==> src/scr_pkg.sv <==
// ----------------------------------------------------------------------------
// scr_pkg
// Shared types, constants and the brightness-similarity table of the SUSAN
// corner response pipeline.
// ----------------------------------------------------------------------------
package scr_pkg;

  localparam int BRIGHT_THRESH = 20;
  localparam int MAX_HEIGHT    = 1024;
  localparam int ROW_W         = 10;
  localparam int POS_W         = 10;
  localparam int WIN           = 7;
  localparam int WIN_MID       = 3;
  localparam int SIM_W         = 7;
  localparam int AREA_W        = 12;
  localparam int MOM_W         = 14;

  localparam int HALF_SPAN [WIN] = '{1, 2, 3, 3, 3, 2, 1};

  typedef enum logic [1:0] {
    REG_FRAME_WIDTH  = 2'd0,
    REG_FRAME_HEIGHT = 2'd1,
    REG_GEO_THRESH   = 2'd2,
    REG_RAY_THRESH   = 2'd3
  } cfg_reg_t;

  typedef struct packed {
    logic [7:0] pixel;
    logic       frame_start;
  } in_word_t;

  typedef struct packed {
    logic [POS_W-1:0]  column;
    logic [POS_W-1:0]  row;
    logic [AREA_W-1:0] corner_response;
  } out_word_t;

  // per-stage control travelling with each word
  typedef struct packed {
    logic             valid;
    logic             emit;
    logic [POS_W-1:0] column;
    logic [POS_W-1:0] row;
  } scr_ctl_t;

  typedef logic [WIN-1:0][WIN-1:0][7:0]       win_t;
  typedef logic [WIN-1:0][WIN-1:0][SIM_W-1:0] sim_arr_t;
  typedef logic [255:0][SIM_W-1:0]            sim_rom_t;

  function automatic logic in_mask(input int r, input int c);
    int dc;
    dc = (c > WIN_MID) ? c - WIN_MID : WIN_MID - c;
    return (dc <= HALF_SPAN[r]) && !(r == WIN_MID && c == WIN_MID);
  endfunction

  // shift-subtract division, elaboration time only
  function automatic logic [63:0] udiv64(input logic [63:0] n, input logic [63:0] dv);
    logic [63:0] q;
    logic [63:0] rem;
    q   = '0;
    rem = '0;
    for (int i = 63; i >= 0; i--) begin
      rem = {rem[62:0], n[i]};
      if (rem >= dv) begin
        rem  = rem - dv;
        q[i] = 1'b1;
      end
    end
    return q;
  endfunction

  // 100*exp(-(d/t)^6) in Q30 fixed point
  function automatic logic [SIM_W-1:0] sim_value(input logic [63:0] d);
    logic [63:0] t, t6, d6, q, r, y, term, e, v;
    t    = 64'(BRIGHT_THRESH);
    t6   = t * t * t;
    t6   = t6 * t6;
    d6   = d * d * d;
    d6   = d6 * d6;
    if (d6 * 64'd1000 > t6 * 64'd4606) begin
      return '0;
    end
    q = udiv64(d6, t6);
    r = d6 - q * t6;
    for (int i = 0; i < 30; i++) begin
      r = r << 1;
      q = q << 1;
      if (r >= t6) begin
        r    = r - t6;
        q[0] = 1'b1;
      end
    end
    y    = q >> 3;
    term = 64'd1 << 30;
    e    = 64'd1 << 30;
    for (int i = 1; i <= 12; i++) begin
      term = udiv64((term * y) >> 30, 64'(i));
      if (i % 2 == 1) begin
        e = e - term;
      end else begin
        e = e + term;
      end
    end
    for (int i = 0; i < 3; i++) begin
      e = (e * e) >> 30;
    end
    v = (64'd100 * e) >> 30;
    return (v > 64'd100) ? SIM_W'(100) : SIM_W'(v);
  endfunction

  function automatic sim_rom_t build_sim_rom();
    sim_rom_t tab;
    for (int d = 0; d < 256; d++) begin
      tab[d] = sim_value(64'(d));
    end
    return tab;
  endfunction

  localparam sim_rom_t SIM_ROM = build_sim_rom();

endpackage

==> src/scr_usan.sv <==
// ----------------------------------------------------------------------------
// scr_usan
// Similarity lookups over the window, then USAN area and first moments
// through a two-level registered adder tree.
// ----------------------------------------------------------------------------
module scr_usan (
  input  logic                                clk,
  input  logic                                rst_n,
  input  logic                                adv,
  input  scr_pkg::scr_ctl_t                   in_ctl,
  input  scr_pkg::win_t                       in_win,
  output scr_pkg::scr_ctl_t                   mom_ctl,
  output scr_pkg::sim_arr_t                   mom_sims,
  output logic [scr_pkg::AREA_W-1:0]          mom_n,
  output logic signed [scr_pkg::MOM_W-1:0]    mom_x,
  output logic signed [scr_pkg::MOM_W-1:0]    mom_y
);

  scr_pkg::scr_ctl_t  s3_ctl_r, s4_ctl_r, s5_ctl_r;
  scr_pkg::sim_arr_t  s3_sims_r, s4_sims_r, s5_sims_r;
  scr_pkg::sim_arr_t  sims_nxt;
  logic [9:0]         rn_r  [7];
  logic signed [11:0] rx_r  [7];
  logic [9:0]         rn_nxt[7];
  logic signed [11:0] rx_nxt[7];
  logic [scr_pkg::AREA_W-1:0]       n_r, n_nxt;
  logic signed [scr_pkg::MOM_W-1:0] x_r, y_r, x_nxt, y_nxt;
  logic [7:0]         centre;
  logic [7:0]         diff;

  always_comb begin
    centre = in_win[scr_pkg::WIN_MID][scr_pkg::WIN_MID];
    diff   = '0;
    for (int r = 0; r < 7; r++) begin
      for (int c = 0; c < 7; c++) begin
        diff = (centre > in_win[r][c]) ? centre - in_win[r][c] : in_win[r][c] - centre;
        sims_nxt[r][c] = scr_pkg::SIM_ROM[diff];
      end
    end
  end

  // per-row partial area and x moment
  always_comb begin
    for (int r = 0; r < 7; r++) begin
      rn_nxt[r] = '0;
      rx_nxt[r] = '0;
      for (int c = 0; c < 7; c++) begin
        if (scr_pkg::in_mask(r, c)) begin
          rn_nxt[r] = rn_nxt[r] + 10'(s3_sims_r[r][c]);
          rx_nxt[r] = rx_nxt[r] + 12'((c - 3) * int'(s3_sims_r[r][c]));
        end
      end
    end
  end

  always_comb begin
    n_nxt = scr_pkg::AREA_W'(100);
    x_nxt = '0;
    y_nxt = '0;
    for (int r = 0; r < 7; r++) begin
      n_nxt = n_nxt + scr_pkg::AREA_W'(rn_r[r]);
      x_nxt = x_nxt + scr_pkg::MOM_W'(rx_r[r]);
      y_nxt = y_nxt + scr_pkg::MOM_W'((r - 3) * int'(rn_r[r]));
    end
  end

  always_ff @(posedge clk) begin
    if (!rst_n) begin
      s3_ctl_r.valid <= 1'b0;
      s4_ctl_r.valid <= 1'b0;
      s5_ctl_r.valid <= 1'b0;
    end else if (adv) begin
      s3_ctl_r       <= in_ctl;
      s3_ctl_r.valid <= in_ctl.valid && in_ctl.emit;
      s3_sims_r      <= sims_nxt;
      s4_ctl_r       <= s3_ctl_r;
      s4_sims_r      <= s3_sims_r;
      rn_r           <= rn_nxt;
      rx_r           <= rx_nxt;
      s5_ctl_r       <= s4_ctl_r;
      s5_sims_r      <= s4_sims_r;
      n_r            <= n_nxt;
      x_r            <= x_nxt;
      y_r            <= y_nxt;
    end
  end

  assign mom_ctl  = s5_ctl_r;
  assign mom_sims = s5_sims_r;
  assign mom_n    = n_r;
  assign mom_x    = x_r;
  assign mom_y    = y_r;

endmodule

==> config.mk <==
export PLATFORM = sky130hd
export DESIGN_NAME = scr_usan
export DESIGN_NICKNAME = d
export VERILOG_FILES = /design/src/scr_pkg.sv /design/src/scr_usan.sv
export SDC_FILE = /design/constraint.sdc
export NUM_CORES = 2
export LEC_CHECK = 0
export BUFFER_PORTS_ARGS = -buffer_cell sky130_fd_sc_hd__buf_2
export CAP_MARGIN = 20
export CORE_UTILIZATION = 63
export CTS_BUF_LIST = sky130_fd_sc_hd__clkbuf_16
export DETAILED_ROUTE_END_ITERATION = 16
export MAX_ROUTING_LAYER = met4
export PLACE_DENSITY = 0.91
export SETUP_SLACK_MARGIN = 0.15
export SYNTH_ARGS = -nofsm -noshare
export SYNTH_HDL_FRONTEND = slang
export SYNTH_SLANG_ARGS = --single-unit
==> constraint.sdc <==
create_clock -name clk -period 44.5 [get_ports clk]
set_input_delay 11.125 -clock clk [delete_from_list [all_inputs] [get_ports clk]]
set_output_delay 11.125 -clock clk [all_outputs]
set_load 0.03 [all_outputs]
# Word level (Yosys, flattened, before mapping)
# Memory sizes are Yosys's and may differ from the RTL's. A register that Yosys moved wholly into a read port is not among the register bits.
# Cells that the tools add are included.
# Widths: inputs -> output; s select.
[totals]
elab_cells = 463
inputBits = 417
register_bits = 946
mem_bits_ro = 87808
n_memories = 49
[op_classes]
n_mux = 48
mul = 8
reduce_logical = 2
n_lt_le_gt_ge = 48
n_addsub = 181
[memory_table]
columns = ["memory", "depth", "word_bits", "rd", "rd_clocked_by_memory_dff", "write_ports", "line", "rtl"]
rows = [
  ["(name not given)", 256, 7, 1, 1, 0, "scr_usan.sv:37", "sims_nxt[r][c] = scr_pkg::SIM_ROM[diff];"],
  ["(name not given)", 256, 7, 1, 1, 0, "scr_usan.sv:37", ""],
  ["(name not given)", 256, 7, 1, 1, 0, "scr_usan.sv:37", ""],
  ["(name not given)", 256, 7, 1, 1, 0, "scr_usan.sv:37", ""],
  ["(name not given)", 256, 7, 1, 1, 0, "scr_usan.sv:37", ""],
  ["(name not given)", 256, 7, 1, 1, 0, "scr_usan.sv:37", ""],
  ["+43 memories", "--", "--", "--", "--", "--", "--", ""],
]
[ops]
columns = ["op", "n"]
rows = [
  ["$sub 8x8->8", 97],
  ["$gt 8x8->1", 48],
  ["$mux 8", 48],
  ["$add 10x7->10", 10],
  ["$add 12x10->12", 8],
  ["$add 12x8->12", 7],
  ["$neg 7->12", 7],
  ["$add 14x12->14", 5],
  ["$add 8x7->9", 7],
  ["$add 12x12->12", 5],
  ["$add 12x9->12", 5],
  ["$add 7x7->8", 7],
  ["$neg 7->11", 5],
  ["$add 9x7->10", 5],
  ["$add 11x12->12", 3],
  ["$mul 3x8->11 const A", 3],
  ["$add 14x14->14", 2],
  ["$mul 2x7->9 const A", 3],
  ["$add 13x12->14", 1],
  ["$add 14x11->14", 1],
  ["$add 14x13->14", 1],
  ["$mul 3x11->14 const A", 1],
  ["$neg 10->14", 1],
  ["$add 12x12->13", 1],
  ["6 further kinds", 6],
]

# Longest topological paths before layout
[logic_depth]
ltp_word = 7
ltp_mapped = 23
ltp_nobuf = 23

# Worst setup path before layout
# Ideal clock, no wire load.
[synth_timing]
path_type = "input -> register"
start = "input port adv"
end = "register s5_ctl_r, in the netlist mom_ctl[0] (enable)"
setup_ns = 1.797
path_stages = 1
path_buffers = 0
setup_slack_ns = 3.393
arrival_ns = 39.310
path_cell_list = "and2_1"
[synth_via]
elab_chain_len = 1
[synth_lines]
columns = ["item", "line", "rtl"]
rows = [
  ["start, declared", "scr_usan.sv:9", "input logic adv,"],
  ["$reduce_and 2->1 (no line)", "--", ""],
  ["end signal, assigned", "scr_usan.sv:80", "s5_ctl_r <= s4_ctl_r;"],
  ["end, declared", "scr_usan.sv:19", "scr_pkg::scr_ctl_t s3_ctl_r, s4_ctl_r, s5_ctl_r;"],
]
# No other way between the ends.
# A chain may end at the register's enable or synchronous reset.

# Worst setup path after layout
[layout_timing]
start = "input port in_win[198] (netlist bit)"
end = "register, netlist name s3_sims_r[253]"
[layout_via]
elab_chain_len = 2
word_cells_on_any_way = 4
[layout_lines]
columns = ["item", "line", "rtl"]
rows = [
  ["start, declared", "scr_usan.sv:11", "input scr_pkg::win_t in_win,"],
  ["$sub 8x8->8 or $gt 8x8->1 (tied branches)", "scr_usan.sv:36", "diff = (centre > in_win[r][c]) ? centre - in_win[r][c] : in_win[r][c] - centre;"],
  ["$mux 8 *", "scr_usan.sv:36", ""],
]
# Mark *: on every way between the ends. The rest lies on a longest branch, timed or not.

==> impl_metrics.tcl <==
set metrics [dict create \
    grt_overflow 0 \
    path_delay_family "buffers and inverters" \
    powerDensity_nw_per_um2 66.48 \
    cts_setup_buffers 0 \
    dpl.hpwl_mm 239.7 \
    cts_buffers 142 \
    fillCellCount 12420 \
    hold_viol 0 \
    drtAntennaViolNets 0 \
    ys_types 100 \
    cts_tree "yes" \
    clock_sinks 1264 \
    worst_setup_path_start_kind "input port" \
    nets 13460 \
    synth_fa_ha_area_share_pct 23.93 \
    synth_xor_area_share_pct 3.342 \
    grtUsageTotal_pct 36.69 \
    cts.reportedPaths.clkPinSlew_ns 0.06 \
    finalSetupViolations 0 \
    muxShareOfSynthArea_pct 3.693 \
    slowest_delay_ns 0.82 \
    ys_async_sr_fraction_pct 0 \
    fin_skew_ns 0.03051 \
    status "finished clean" \
    crit_type "in -> reg" \
    vias_per_cell 6.310 \
    reg2reg_from "s3_sims_r[238]$_SDFFCE_PP0P_" \
    synth_compound_gate_area_share_pct 16.49 \
    tightest_slew_ns 1.113 \
    wl_per_cell_um 22.93 \
    fin_crit_ns 15.90 \
    worstPathArrival_ns 16.45 \
    gp_congestion 0.9829 \
    rsz0062_at_grt "false" \
    ir_drop_uv 181.5 \
    rows 152 \
    cp_max_fo 26 \
    syn_area_sq_um 108600 \
    synth_top_family_by_area "adder cells" \
    synth_area_leaders "edfxtp_1 (35%), ha_1 (14%), fa_1 (10%)" \
    ys_warn_count 0 \
    avgSynthCellArea_sq_um 10.30 \
    num_vias 86980 \
    grt_pass1_wl_mm 479.8 \
    area_growth_pct 10.23 \
    grt_max_degree 160 \
    final_area_sq_um 119700 \
    slowest_stage "buf_4" \
    cp_num_buf_inv 3 \
    max-cap-violations 0 \
    drt_pass1_iterations 9 \
    cts_root_buf "clkbuf_16" \
    cp.required_ns 45.05 \
    port_buffers 814 \
    end_kind "flop" \
    post_dp_cell_area_sq_um 114800 \
    clockBufferDepth 3 \
    crit_chain "buf_4, inv_4, buf_4, ha_1, o21ai_0, nor2_1, o32ai_2, mux2_2, xor2_1, nand2_1, mux2_2, o221a_2" \
    synthFlopType "edfxtp_1" \
    worst_r2r_endpoint "rx_r[35]$_DFFE_PP_" \
    drv_slew 0 \
    fmax_mhz 62.90 \
    die_area_sq_um 174100 \
    startpoint "in_win[198]" \
    leakagePower_nw 51.03 \
    antenna_found_initial 66 \
    synthCells 10550 \
    wl_mm 316.1 \
    relSlewSlack_pct 25.24 \
    yosysTopAreaCellShare_pct 34.86 \
    endpoint "s3_sims_r[253]$_SDFFCE_PP0P_" \
    start_util_pct 63.38 \
    die_h_um 417.2 \
    rr_worst_depth 17 \
    cts-htree-levels 4 \
    drc 0 \
    synth_edf_count 1261 \
    fin_setup_tns_ns 0 \
    rrSetupSlack_ns 38.74 \
    ctsResizeCount 0 \
    grt_pass1_vias 84690 \
    drt_iter0_drc 8666 \
    io_pins 822 \
    cts_hold_buffers 0 \
    floorplan.die.width_um 417.2 \
    hp-class "reg -> reg" \
    yosys.area_share.simple_pct 11.41 \
    ys_seq_elements 1264 \
    cp.depth 12 \
    drive_above_1_share_pct 13.47 \
    seqCellArea_sq_um 37930 \
    multiInputGateArea_sq_um 63960 \
    core_area_sq_um 171400 \
    ys_seq_area_share_pct 34.92 \
    yosysTopAreaCell "edfxtp_1" \
    min_period_over_period_pct 35.72 \
    clk_latency_ns 0.82 \
]
==> logic make-up (layout without fill, tap and decap cells) <==
group,Yosys count,count (layout)
AOI/OAI and AO/OA,2673,2673
adders and majority gates,1750,1750
DFF,1264,1264
buffers and inverters,1752,2613
muxes,384,384
other,2,68
xor gates and xnor gates,411,411
and+or+nand+nor,2311,2311
==> layout by cell type (no fill, tap or decap), types with 46 or more instances in the layout <==
cell type / n
inv_1: 1492
edfxtp_1: 1261
ha_1: 1205
buf_2: 806
a21oi_1: 732
nand2_1: 591
fa_1: 545
o21ai_0: 432
nor2_1: 387
xnor2_1: 284
mux2i_1: 255
a211oi_1: 248
a21o_1: 201
nand3_1: 199
o211ai_1: 157
clkbuf_16: 143
nor3_1: 141
mux2_2: 127
xor2_1: 123
a221oi_1: 120
nand2b_1: 114
nand4_1: 114
nand3b_1: 109
or2_2: 95
or3_1: 90
and2_1: 87
a31oi_1: 76
o21a_1: 72
o21bai_1: 64
and3b_1: 62
diode_2: 61
and4_1: 59
buf_4: 59
o21ai_1: 55
nor2b_1: 52
or3b_2: 50
o21ba_2: 46
==> layout make-up <==
class | count | share of cell area (%)
Multi-Input combinational cell | 7536 | 53.43
Sequential cell | 1264 | 31.68
Inverter | 1483 | 4.669
Timing Repair Buffer | 868 | 3.769
Clock buffer | 143 | 2.989
Tap cell | 2310 | 2.414
Clock inverter | 119 | 0.9270
Antenna cell | 61 | 0.1275
==> through the flow <==
stage	setup WS (ns)	hold WS [ns]	total power [mW]	cells	utilization [%]
final	28.60	0.4011	7.959	13780	69.87
after global routing	28.34	0.4108	8.581	13780	69.86
after CTS	28.75	0.4004	7.910	13720	69.76
after detailed placement	27.93	0.4045	6.620	13460	67.02
after global placement	28.05	0.4006	6.378	13460	67.02
after floorplan	3.393	0.4003	5.516	10550	-
==> cell usage after synthesis (46+ instances only) <==
cell type,number
nand2_1,591
nand2b_1,114
a221oi_1,120
buf_2,101
a211oi_1,248
xor2_1,123
inv_1,1483
mux2_2,127
clkbuf_1,155
o21ai_1,55
mux2i_1,255
xnor2_1,284
and3b_1,62
edfxtp_1,1261
nand3_1,199
a31oi_1,76
o211ai_1,157
o21a_1,72
o21ba_2,46
a21o_1,201
ha_1,1205
nand4_1,114
or2_2,95
nor3_1,141
a21oi_1,732
and2_1,88
or3b_2,50
nor2b_1,52
o21ai_0,432
or3_1,90
nor2_1,387
fa_1,545
o21bai_1,64
nand3b_1,109
and4_1,59
==> state kept, by name, summed over array words and instances, names as in the netlist <==
| signal | count |
|---|---|
| rn_r | 68 |
| mom_n | 12 |
| mom_ctl | 22 |
| s3_ctl_r | 22 |
| s4_sims_r | 336 |
| s3_sims_r | 336 |
| mom_y | 14 |
| mom_x | 14 |
| mom_sims | 336 |
| s4_ctl_r | 22 |
| rx_r | 82 |
==> power breakdown <==
| group | switching (mW) | leakage (nW) | total [mW] | internal (mW) |
|---|---|---|---|---|
| clock network | 0.523 | 2.35 | 1.20 | 0.672 |
| registers | 0.114 | 11.0 | 1.83 | 1.72 |
| logic | 2.90 | 37.6 | 4.93 | 2.04 |
| total | 3.53 | 51.0 | 7.96 | 4.43 |
==> layer usage <==
metal	wire [um]	up-vias	global-route usage [%]
met1	119700	42170	43.56
met3	23850	1109	5.559
met5	0	-	-
met2	146000	4058	56.97
li1	-	39650	-
met4	26530	0	26.89
==> worst min path at each step <==
stage	start	slack (ns)	cells past startpoint	end
CTS	s4_sims_r[74]$_DFFE_PP_	0.40	0	mom_sims[74]$_DFFE_PP_
global placement	s3_sims_r[0]$_SDFFCE_PP0P_	0.40	0	s4_sims_r[0]$_DFFE_PP_
global route	s4_sims_r[74]$_DFFE_PP_	0.41	0	mom_sims[74]$_DFFE_PP_
finish	s4_sims_r[108]$_DFFE_PP_	0.40	0	mom_sims[108]$_DFFE_PP_
detailed placement	s4_sims_r[11]$_DFFE_PP_	0.40	0	mom_sims[11]$_DFFE_PP_
floorplan	s4_ctl_r[0]$_DFFE_PP_	0.40	0	mom_ctl[0]$_DFFE_PP_
No activity file was read; power rests on OpenSTA's default activity.
