## config.mk

```make
export PLATFORM = sky130hd
export DESIGN_NAME = scr_ray
export DESIGN_NICKNAME = d
export VERILOG_FILES = /design/src/scr_pkg.sv /design/src/scr_ray.sv
export SDC_FILE = /design/constraint.sdc
export NUM_CORES = 2
export LEC_CHECK = 0
export ABC_CLOCK_PERIOD_IN_PS = 82900
export BUFFER_PORTS_ARGS = -buffer_cell sky130_fd_sc_hd__buf_2
export CORE_MARGIN = 1
export CORE_UTILIZATION = 45
export DETAILED_ROUTE_END_ITERATION = 8
export MAX_ROUTING_LAYER = met4
export PLACE_DENSITY = 0.67
export SLEW_MARGIN = 20
export SYNTH_ARGS = -nofsm -noshare
export SYNTH_HDL_FRONTEND = slang
export SYNTH_SLANG_ARGS = --single-unit
```

## constraint.sdc

```tcl
create_clock -name clk -period 82.9 [get_ports clk]
set_clock_uncertainty 0.05 [all_clocks]
set_input_delay 12.435 -clock clk [delete_from_list [all_inputs] [get_ports clk]]
set_output_delay 12.435 -clock clk [all_outputs]
set_load 0.005 [all_outputs]
```

## src/scr_pkg.sv

```systemverilog
// ----------------------------------------------------------------------------
// scr_pkg
// Shared types, constants and the brightness-similarity table of the SUSAN
// corner response pipeline.
// ----------------------------------------------------------------------------
package scr_pkg;

  localparam int BRIGHT_THRESH = 20;
  localparam int MAX_HEIGHT    = 1024;
  localparam int ROW_W         = 10;
  localparam int POS_W         = 10;
  localparam int WIN           = 7;
  localparam int WIN_MID       = 3;
  localparam int SIM_W         = 7;
  localparam int AREA_W        = 12;
  localparam int MOM_W         = 14;

  localparam int HALF_SPAN [WIN] = '{1, 2, 3, 3, 3, 2, 1};

  typedef enum logic [1:0] {
    REG_FRAME_WIDTH  = 2'd0,
    REG_FRAME_HEIGHT = 2'd1,
    REG_GEO_THRESH   = 2'd2,
    REG_RAY_THRESH   = 2'd3
  } cfg_reg_t;

  typedef struct packed {
    logic [7:0] pixel;
    logic       frame_start;
  } in_word_t;

  typedef struct packed {
    logic [POS_W-1:0]  column;
    logic [POS_W-1:0]  row;
    logic [AREA_W-1:0] corner_response;
  } out_word_t;

  // per-stage control travelling with each word
  typedef struct packed {
    logic             valid;
    logic             emit;
    logic [POS_W-1:0] column;
    logic [POS_W-1:0] row;
  } scr_ctl_t;

  typedef logic [WIN-1:0][WIN-1:0][7:0]       win_t;
  typedef logic [WIN-1:0][WIN-1:0][SIM_W-1:0] sim_arr_t;
  typedef logic [255:0][SIM_W-1:0]            sim_rom_t;

  function automatic logic in_mask(input int r, input int c);
    int dc;
    dc = (c > WIN_MID) ? c - WIN_MID : WIN_MID - c;
    return (dc <= HALF_SPAN[r]) && !(r == WIN_MID && c == WIN_MID);
  endfunction

  // shift-subtract division, elaboration time only
  function automatic logic [63:0] udiv64(input logic [63:0] n, input logic [63:0] dv);
    logic [63:0] q;
    logic [63:0] rem;
    q   = '0;
    rem = '0;
    for (int i = 63; i >= 0; i--) begin
      rem = {rem[62:0], n[i]};
      if (rem >= dv) begin
        rem  = rem - dv;
        q[i] = 1'b1;
      end
    end
    return q;
  endfunction

  // 100*exp(-(d/t)^6) in Q30 fixed point
  function automatic logic [SIM_W-1:0] sim_value(input logic [63:0] d);
    logic [63:0] t, t6, d6, q, r, y, term, e, v;
    t    = 64'(BRIGHT_THRESH);
    t6   = t * t * t;
    t6   = t6 * t6;
    d6   = d * d * d;
    d6   = d6 * d6;
    if (d6 * 64'd1000 > t6 * 64'd4606) begin
      return '0;
    end
    q = udiv64(d6, t6);
    r = d6 - q * t6;
    for (int i = 0; i < 30; i++) begin
      r = r << 1;
      q = q << 1;
      if (r >= t6) begin
        r    = r - t6;
        q[0] = 1'b1;
      end
    end
    y    = q >> 3;
    term = 64'd1 << 30;
    e    = 64'd1 << 30;
    for (int i = 1; i <= 12; i++) begin
      term = udiv64((term * y) >> 30, 64'(i));
      if (i % 2 == 1) begin
        e = e - term;
      end else begin
        e = e + term;
      end
    end
    for (int i = 0; i < 3; i++) begin
      e = (e * e) >> 30;
    end
    v = (64'd100 * e) >> 30;
    return (v > 64'd100) ? SIM_W'(100) : SIM_W'(v);
  endfunction

  function automatic sim_rom_t build_sim_rom();
    sim_rom_t tab;
    for (int d = 0; d < 256; d++) begin
      tab[d] = sim_value(64'(d));
    end
    return tab;
  endfunction

  localparam sim_rom_t SIM_ROM = build_sim_rom();

endpackage

```

## src/scr_ray.sv

```systemverilog
// ----------------------------------------------------------------------------
// scr_ray
// Geometric and centroid tests, ray position rounding, ray similarity sum
// and the output register.
// ----------------------------------------------------------------------------
module scr_ray (
  input  logic                             clk,
  input  logic                             rst_n,
  input  logic                             adv,
  input  scr_pkg::scr_ctl_t                in_ctl,
  input  scr_pkg::sim_arr_t                in_sims,
  input  logic [scr_pkg::AREA_W-1:0]       in_n,
  input  logic signed [scr_pkg::MOM_W-1:0] in_x,
  input  logic signed [scr_pkg::MOM_W-1:0] in_y,
  input  logic [11:0]                      geo_thresh,
  input  logic [8:0]                       ray_thresh,
  output logic                             out_valid,
  output scr_pkg::out_word_t               out_data
);

  localparam int AW = scr_pkg::MOM_W - 1;

  scr_pkg::scr_ctl_t          s6_ctl_r, s7_ctl_r, s8_ctl_r;
  scr_pkg::sim_arr_t          s6_sims_r, s7_sims_r, s8_sims_r;
  logic [scr_pkg::AREA_W-1:0] s6_n_r, s7_n_r, s8_n_r;
  logic signed [scr_pkg::MOM_W-1:0] s6_x_r, s6_y_r;
  logic [24:0] xx_r, yy_r;
  logic [22:0] nh_r;
  logic        nlt_r;
  logic        s7_keep_r, s8_keep_r;
  logic        dir_r;
  logic [AW-1:0] min_abs_r, maj_abs_r;
  logic        min_neg_r, maj_neg_r;
  logic [2:0]  rix_r [3];
  logic [2:0]  cix_r [3];
  logic [2:0]  rix_nxt [3];
  logic [2:0]  cix_nxt [3];
  logic        out_valid_r;
  scr_pkg::out_word_t out_data_r;

  logic signed [scr_pkg::MOM_W-1:0] minor, major;
  logic [AW-1:0] min_abs, maj_abs;
  logic [15:0]   num2, den;
  logic [1:0]    q;
  logic [2:0]    minor_pos, major_pos;
  logic [8:0]    ray_sum;

  always_comb begin
    minor   = (yy_r < xx_r) ? s6_y_r : s6_x_r;
    major   = (yy_r < xx_r) ? s6_x_r : s6_y_r;
    min_abs = AW'(minor[scr_pkg::MOM_W-1] ? -minor : minor);
    maj_abs = AW'(major[scr_pkg::MOM_W-1] ? -major : major);
    if (maj_abs == '0) begin
      maj_abs = AW'(1);
    end
  end

  // round(k*minor/major), halves away from zero: count of 2|a| >= (2t-1)|b|
  always_comb begin
    num2      = '0;
    den       = 16'(maj_abs_r);
    q         = '0;
    minor_pos = '0;
    major_pos = '0;
    for (int k = 1; k <= 3; k++) begin
      num2 = 16'(2 * k) * 16'(min_abs_r);
      q    = 2'(num2 >= den) + 2'(num2 >= 16'(3) * den) + 2'(num2 >= 16'(5) * den);
      minor_pos = min_neg_r ? 3'(3) - 3'(q) : 3'(3) + 3'(q);
      major_pos = maj_neg_r ? 3'(3 - k) : 3'(3 + k);
      rix_nxt[k - 1] = dir_r ? minor_pos : major_pos;
      cix_nxt[k - 1] = dir_r ? major_pos : minor_pos;
    end
  end

  always_comb begin
    ray_sum = '0;
    for (int k = 0; k < 3; k++) begin
      ray_sum = ray_sum + 9'(s8_sims_r[rix_r[k]][cix_r[k]]);
    end
  end

  always_ff @(posedge clk) begin
    if (!rst_n) begin
      s6_ctl_r.valid <= 1'b0;
      s7_ctl_r.valid <= 1'b0;
      s8_ctl_r.valid <= 1'b0;
      out_valid_r    <= 1'b0;
    end else if (adv) begin
      s6_ctl_r  <= in_ctl;
      s6_sims_r <= in_sims;
      s6_n_r    <= in_n;
      s6_x_r    <= in_x;
      s6_y_r    <= in_y;
      xx_r      <= 25'(28'(in_x) * 28'(in_x));
      yy_r      <= 25'(28'(in_y) * 28'(in_y));
      nh_r      <= 23'((24'(in_n) * 24'(in_n)) >> 1);
      nlt_r     <= in_n < geo_thresh;

      s7_ctl_r  <= s6_ctl_r;
      s7_sims_r <= s6_sims_r;
      s7_n_r    <= s6_n_r;
      s7_keep_r <= nlt_r && ((26'(xx_r) + 26'(yy_r)) > 26'(nh_r));
      dir_r     <= yy_r < xx_r;
      min_abs_r <= min_abs;
      maj_abs_r <= maj_abs;
      min_neg_r <= minor[scr_pkg::MOM_W-1];
      maj_neg_r <= major[scr_pkg::MOM_W-1];

      s8_ctl_r  <= s7_ctl_r;
      s8_sims_r <= s7_sims_r;
      s8_n_r    <= s7_n_r;
      s8_keep_r <= s7_keep_r;
      rix_r     <= rix_nxt;
      cix_r     <= cix_nxt;

      out_valid_r               <= s8_ctl_r.valid;
      out_data_r.column         <= s8_ctl_r.column;
      out_data_r.row            <= s8_ctl_r.row;
      out_data_r.corner_response <= (s8_keep_r && ray_sum > ray_thresh) ?
                                    geo_thresh - s8_n_r : '0;
    end
  end

  assign out_valid = out_valid_r;
  assign out_data  = out_data_r;

endmodule

```

# After elaboration in Yosys (flattened, before gate mapping)
# Cells that the tools add are included.
totals:
  reg_bits: 1312
  latchBits: 0
  mem_bits_rw: 0
  rom_bits: 0
  in_bits: 429
  output_inout_bits: 33
  word_cells: 257
  mem_count: 0
classes:
  addsub: 18
  mul: 6
  n_div: 0
  magnitude_cmp: 19
  eq_ne: 0
  shift: 0
  mux: 28
  bitwise: 0
  n_reduce_logical: 4
ops:
  columns: ["cell", "count"]
  rows:
  - ["binary-select mux 49 bit (select 3 bit)", 3]
  - ["2-to-1 mux 49 bit", 3]
  - ["binary-select mux 7 bit (select 3 bit)", 3]
  - ["multiplier 14 x 14 -> 25 bit", 2]
  - ["2-to-1 mux 3 bit", 12]
  - ["multiplier 2 x 13 -> 15 bit, first input constant", 2]
  - ["2-to-1 mux 14 bit", 2]
  - ["adder 25 x 25 -> 26 bit", 1]
  - ["greater-than comparator 26 x 23 -> 1 bit", 1]
  - ["2-to-1 mux 13 bit", 2]
  - ["negator 13 bit", 2]
  - ["less-than comparator 25 bit", 1]
  - ["less-than comparator 3 x 4 -> 1 bit, second input constant", 6]
  - ["multiplier 12 x 12 -> 24 bit", 1]
  - ["2-to-1 mux 7 bit", 3]
  - [">= comparator 14 x 16 -> 1 bit", 1]
  - [">= comparator 15 x 16 -> 1 bit", 1]
  - [">= comparator 16 x 13 -> 1 bit", 1]
  - [">= comparator 16 x 15 -> 1 bit", 1]
  - [">= comparator 16 bit", 1]
  - ["multiplier 3 x 13 -> 16 bit, first input constant", 1]
  - [">= comparator 14 x 15 -> 1 bit", 1]
  - [">= comparator 15 x 13 -> 1 bit", 1]
  - [">= comparator 15 bit", 1]
  - ["13 further kinds", 22]

# Longest topological paths before layout
depth:
  depth_word: 8
  ltp_mapped: 26
  depth_no_buf: 24

# Worst setup path after synthesis
# No wires, ideal clock.
synth_path:
  path_type: "input to register"
  startpoint: "input adv"
  endpoint: "register cix_r[0] (netlist name) (enable)"
  setup_time_ps: 1845
  arrival_time_ps: 41846
  t_required_ps: 81005
  path_slack_ps: 39159
  cell_stages: 2
  cell_sequence: "clkbuf_1 and2_1"
synth_between:
  elab_chain_len: 1
synth_rtl:
  columns: ["element", "line_no", "text"]
  rows:
  - ["start: declaration", "scr_ray.sv:9", "input logic adv,"]
  - ["AND reduction 2 bit (no source line)", null, null]
  - ["end signal: assignment", "scr_ray.sv:114", "cix_r <= cix_nxt;"]
  - ["end: declaration", "scr_ray.sv:35", "logic [2:0] cix_r [3];"]
# No other way between the ends.
# A chain may end at the register's enable or synchronous reset.

# Worst setup path in the final report
layout_path:
  startpoint: "input in_x[1] (netlist name)"
  endpoint: "register xx_r[23] (data pin)"
layout_between:
  elab_chain_len: 1
layout_rtl:
  columns: ["element", "line_no", "text"]
  rows:
  - ["start: declaration", "scr_ray.sv:13", "input logic signed [scr_pkg::MOM_W-1:0] in_x,"]
  - ["multiplier 14 x 14 -> 25 bit", "scr_ray.sv:94", "xx_r <= 25'(28'(in_x) * 28'(in_x));"]
  - ["end signal: assignment", "scr_ray.sv:94", null]
  - ["end: declaration", "scr_ray.sv:27", "logic [24:0] xx_r, yy_r;"]
# No other way between the ends.

==> results_dict.tcl <==
set metrics [dict create \
    status "complete, no violations" \
    firstDrtPassIters 6 \
    worst_hold_startpoint "s7_sims_r[155]" \
    grt_pass1_vias 43400 \
    synth.lib_cells_used.distinct 74 \
    peakVddDrop_uv 44.6 \
    die_h_um 404 \
    p_leak_nw 33.0 \
    clk_path_buf_depth 3 \
    final_antenna_net_count 0 \
    cp_data_required_time_ns 83.36 \
    drive_gt1_share_pct 16.5 \
    end_kind "flip-flop" \
    power_density_mw_per_mm2 41.2 \
    die_x_um 404 \
    hold_depth 0 \
    crit_path_max_fanout 12 \
    cap_viol_max_count 0 \
    nets 6889 \
    grt.total_usage_pct 21.2 \
    maxSlewHeadroom_pct 27.6 \
    r2r-end "out_data[8]" \
    syn_nets 6426 \
    drc_errors 0 \
    worstSkewPairLatency_ns 0.80 \
    wirelength_um 168000 \
    synth_edf_count 1303 \
    hold_path_class "reg -> reg" \
    syn_area_sq_mm 0.0729 \
    placed_cell_area_sq_mm 0.0776 \
    tns_ns 0 \
    clkSlewWorstSetupHoldPaths_ns 0.06 \
    grt_pass1_wl_um 253000 \
    slew_viol_final 0 \
    timing.final.crit_period_ns 18.80 \
    first_iter_violations 3835 \
    grt-ovfl-total 0 \
    setup_viol 0 \
    port_buffers 460 \
    rows 147 \
    postCtsResizedCells 0 \
    cp_top_family "adder cells" \
    cp-start-kind "primary input" \
    cts_root_buf "clkbuf_16" \
    io_pins 462 \
    avgSynthCellArea_sq_um 14.2 \
    post_drt_wl_per_cell_um 21.3 \
    yosys.area.top_type_share_pct 53.7 \
    holdPathEnd "s8_sims_r[155]" \
    worst-path-buf-inv 6 \
    grt_max_degree 185 \
    vias 42800 \
    yosys_warnings 0 \
    cpPeakStageDelay_ns 0.69 \
    path_cells "buf_2 -> clkinv_1 -> nor2_1 -> ha_1 -> fa_1 -> fa_1 -> inv_1 -> fa_1 -> inv_1 -> fa_1 -> inv_1 -> fa_1 -> inv_1 -> ha_1 -> o41ai_1 -> o21ai_0 -> o31ai_1 -> o21ai_0 -> a211oi_1 -> a22oi_1 -> xor2_1" \
    async_reset_ff_share_pct 0 \
    yosysSeqAreaShare_pct 53.8 \
    fmax_mhz 53.2 \
    place.detailed.hpwl_um 118000 \
    vias_per_cell 5.43 \
    worst_slew_pin_slew_ns 1.09 \
    cts_hold_repair.buffers 0 \
    final_area_sq_mm 0.0823 \
    cp.arrival_ns 19.26 \
    cts_setup_buffers 0 \
    crit_type "in -> reg" \
    cp_common_cell "fa_1" \
    rsz0062_at_grt "false" \
    antenna_found_initial 14 \
    cts.htree.levels 4 \
    synthFlopType "edfxtp_1" \
    dieArea_sq_mm 0.164 \
    synth-seq-cells 1307 \
    cts_buffers 140 \
    area_growth_pct 13.0 \
    core_area_sq_mm 0.161 \
    cts.sinks 1307 \
    routabilityCongestion 0.884 \
    yosys.area.top_type "edfxtp_1" \
    r2r_cells 21 \
    rr_startpoint "rix_r[0]" \
    fin_crit_sh_pct 22.7 \
    cts_tree "done" \
    initial_core_util_pct 45.3 \
    r2r_setup_slack_ns 75.39 \
    hold_viol_final 0 \
    synth_cells 5135 \
    synth_area_leaders "edfxtp_1 (54%), fa_1 (11%), ha_1 (7.9%)" \
    slowest_stage "o41ai_1" \
]
[cell usage after synthesis (4+ instances only)]
master and number:
o21ai_0 216, or4_1 7, a211oi_1 32, buf_1 33, inv_1 639, a21o_1 61, edfxtp_1 1303, o41ai_1 9
and3_1 11, nand2b_1 51, nor3b_1 4, and2_1 123, nor2b_1 66, or3_1 10, o31ai_1 17, dfxtp_1 4
mux2i_1 184, a41oi_1 4, buf_2 13, mux2_2 10, o22ai_1 5, nand2_1 342, a31oi_1 31, a21boi_0 8
o2111ai_1 7, nor2_1 163, xor2_1 53, nor4_1 6, or2_2 10, clkbuf_1 127, a21oi_1 128, mux4_2 207
xnor2_1 139, o21bai_1 22, nand4_1 17, fa_1 404, o211ai_1 46, o31a_1 7, a31o_2 6, nor3_1 41
ha_1 458, nand3_1 31, o21a_1 33
[worst max path at each step]
| stage | start | endpoint | slack (ns) | cells past startpoint |
|---|---|---|---|---|
| after global routing | in_x[1] | xx_r[23] | 63.80 | 21 |
| after floorplan | adv | cix_r[0] | 39.16 | 2 |
| final | in_x[1] | xx_r[23] | 64.10 | 21 |
| after global placement | in_x[1] | xx_r[23] | 63.50 | 21 |
| after detailed placement | in_x[1] | xx_r[23] | 63.39 | 21 |
| after CTS | in_x[1] | xx_r[23] | 64.20 | 21 |
[per-stage QoR]
stage	cells	hold slack [ns]	total power, mW	worst slack (ns)	utilization [%]
final	7879	0.323	3.40	64.10	51.2
after global routing	7876	0.334	3.67	63.80	51.2
after CTS	7866	0.324	3.42	64.20	51.2
after detailed placement	7616	0.355	2.76	63.39	48.3
after global placement	7616	0.350	2.73	63.50	48.3
after floorplan	5135	0.350	2.33	39.16	-
[worst reg2reg max path, stage by stage (launching register included)]
cell	delay [ns]
edfxtp_1	0.86
buf_4	0.83
buf_4	0.76
mux4_2	0.61
mux4_2	0.53
nor2b_1	0.16
a211oi_1	0.21
a31oi_1	0.08
fa_1	0.63
ha_1	0.27
a21o_1	0.18
a21oi_1	0.24
o21bai_1	0.10
a21oi_1	0.24
nor2b_1	0.08
o21a_1	0.17
ha_1	0.30
nand4_1	0.11
nor2_1	0.05
nand4_1	0.10
o2111ai_2	0.41
nor3_1	0.35
[flip-flops by register name, summed over array words and instances (netlist names), 9 cells and up]
| register | count |
|---|---|
| yy_r | 23 |
| cix_r | 9 |
| s8_sims_r | 343 |
| s6_y_r | 14 |
| s7_n_r | 12 |
| s6_sims_r | 343 |
| s6_n_r | 12 |
| s6_x_r | 14 |
| s7_ctl_r | 21 |
| s7_sims_r | 343 |
| s6_ctl_r | 21 |
| nh_r | 22 |
| out_data | 32 |
| rix_r | 9 |
| min_abs_r | 13 |
| s8_n_r | 12 |
| xx_r | 23 |
| s8_ctl_r | 21 |
| maj_abs_r | 13 |
[layout by cell type, fill, tap and decap left out, types with 27 or more instances in the layout]
cell and instances:
a211oi_1 32, a21o_1 60, a21oi_1 128, a31oi_1 31
and2_1 122, buf_2 460, buf_4 27, clkbuf_16 141
edfxtp_1 1303, fa_1 404, ha_1 458, inv_1 639
mux2i_1 184, mux4_2 207, nand2_1 342, nand2b_1 51
nand3_1 31, nor2_1 163, nor2b_1 63, nor3_1 41
o211ai_1 46, o21a_1 33, o21ai_0 216, xnor2_1 139
xor2_1 53
[area by class of cell]
type                       count  area [sq um]
antenna                       13          32.5
sequential                  1307         39200
clock inverter                87          1100
timing repair buffer         495          2660
clock buffer                 163          3610
multi-input combinational   3013         30600
fill                       13500         78400
inverter                     641          2410
tap                         2160          2700
[where the power goes]
part	switching, mW	leakage (nW)	internal (mW)	total (mW)
Sequential	0.0427	12.3	0.844	0.887
Combinational	1.05	18.5	0.825	1.87
Clock	0.267	2.26	0.370	0.637
Total	1.36	33.0	2.04	3.40
[per-layer routing]
metal / GRT usage [%] / share of wire, %
met1: 27.9 / 42
met2: 32.8 / 47
met3: 4.67 / 8.3
met4: 6.63 / 2.9
met5: - / 0
[logic make-up after synthesis]
group           count (synthesis)  share of synthesized area [%]
mux                           401                           9.08
compound gates                665                           5.76
simple gates                  893                           5.87
buf+inv                       815                           4.23
xor+xnor                      192                           2.31
fa+ha+maj                     862                           19.0
flops                        1307                           53.8
Power figures use the tool's default switching activity.
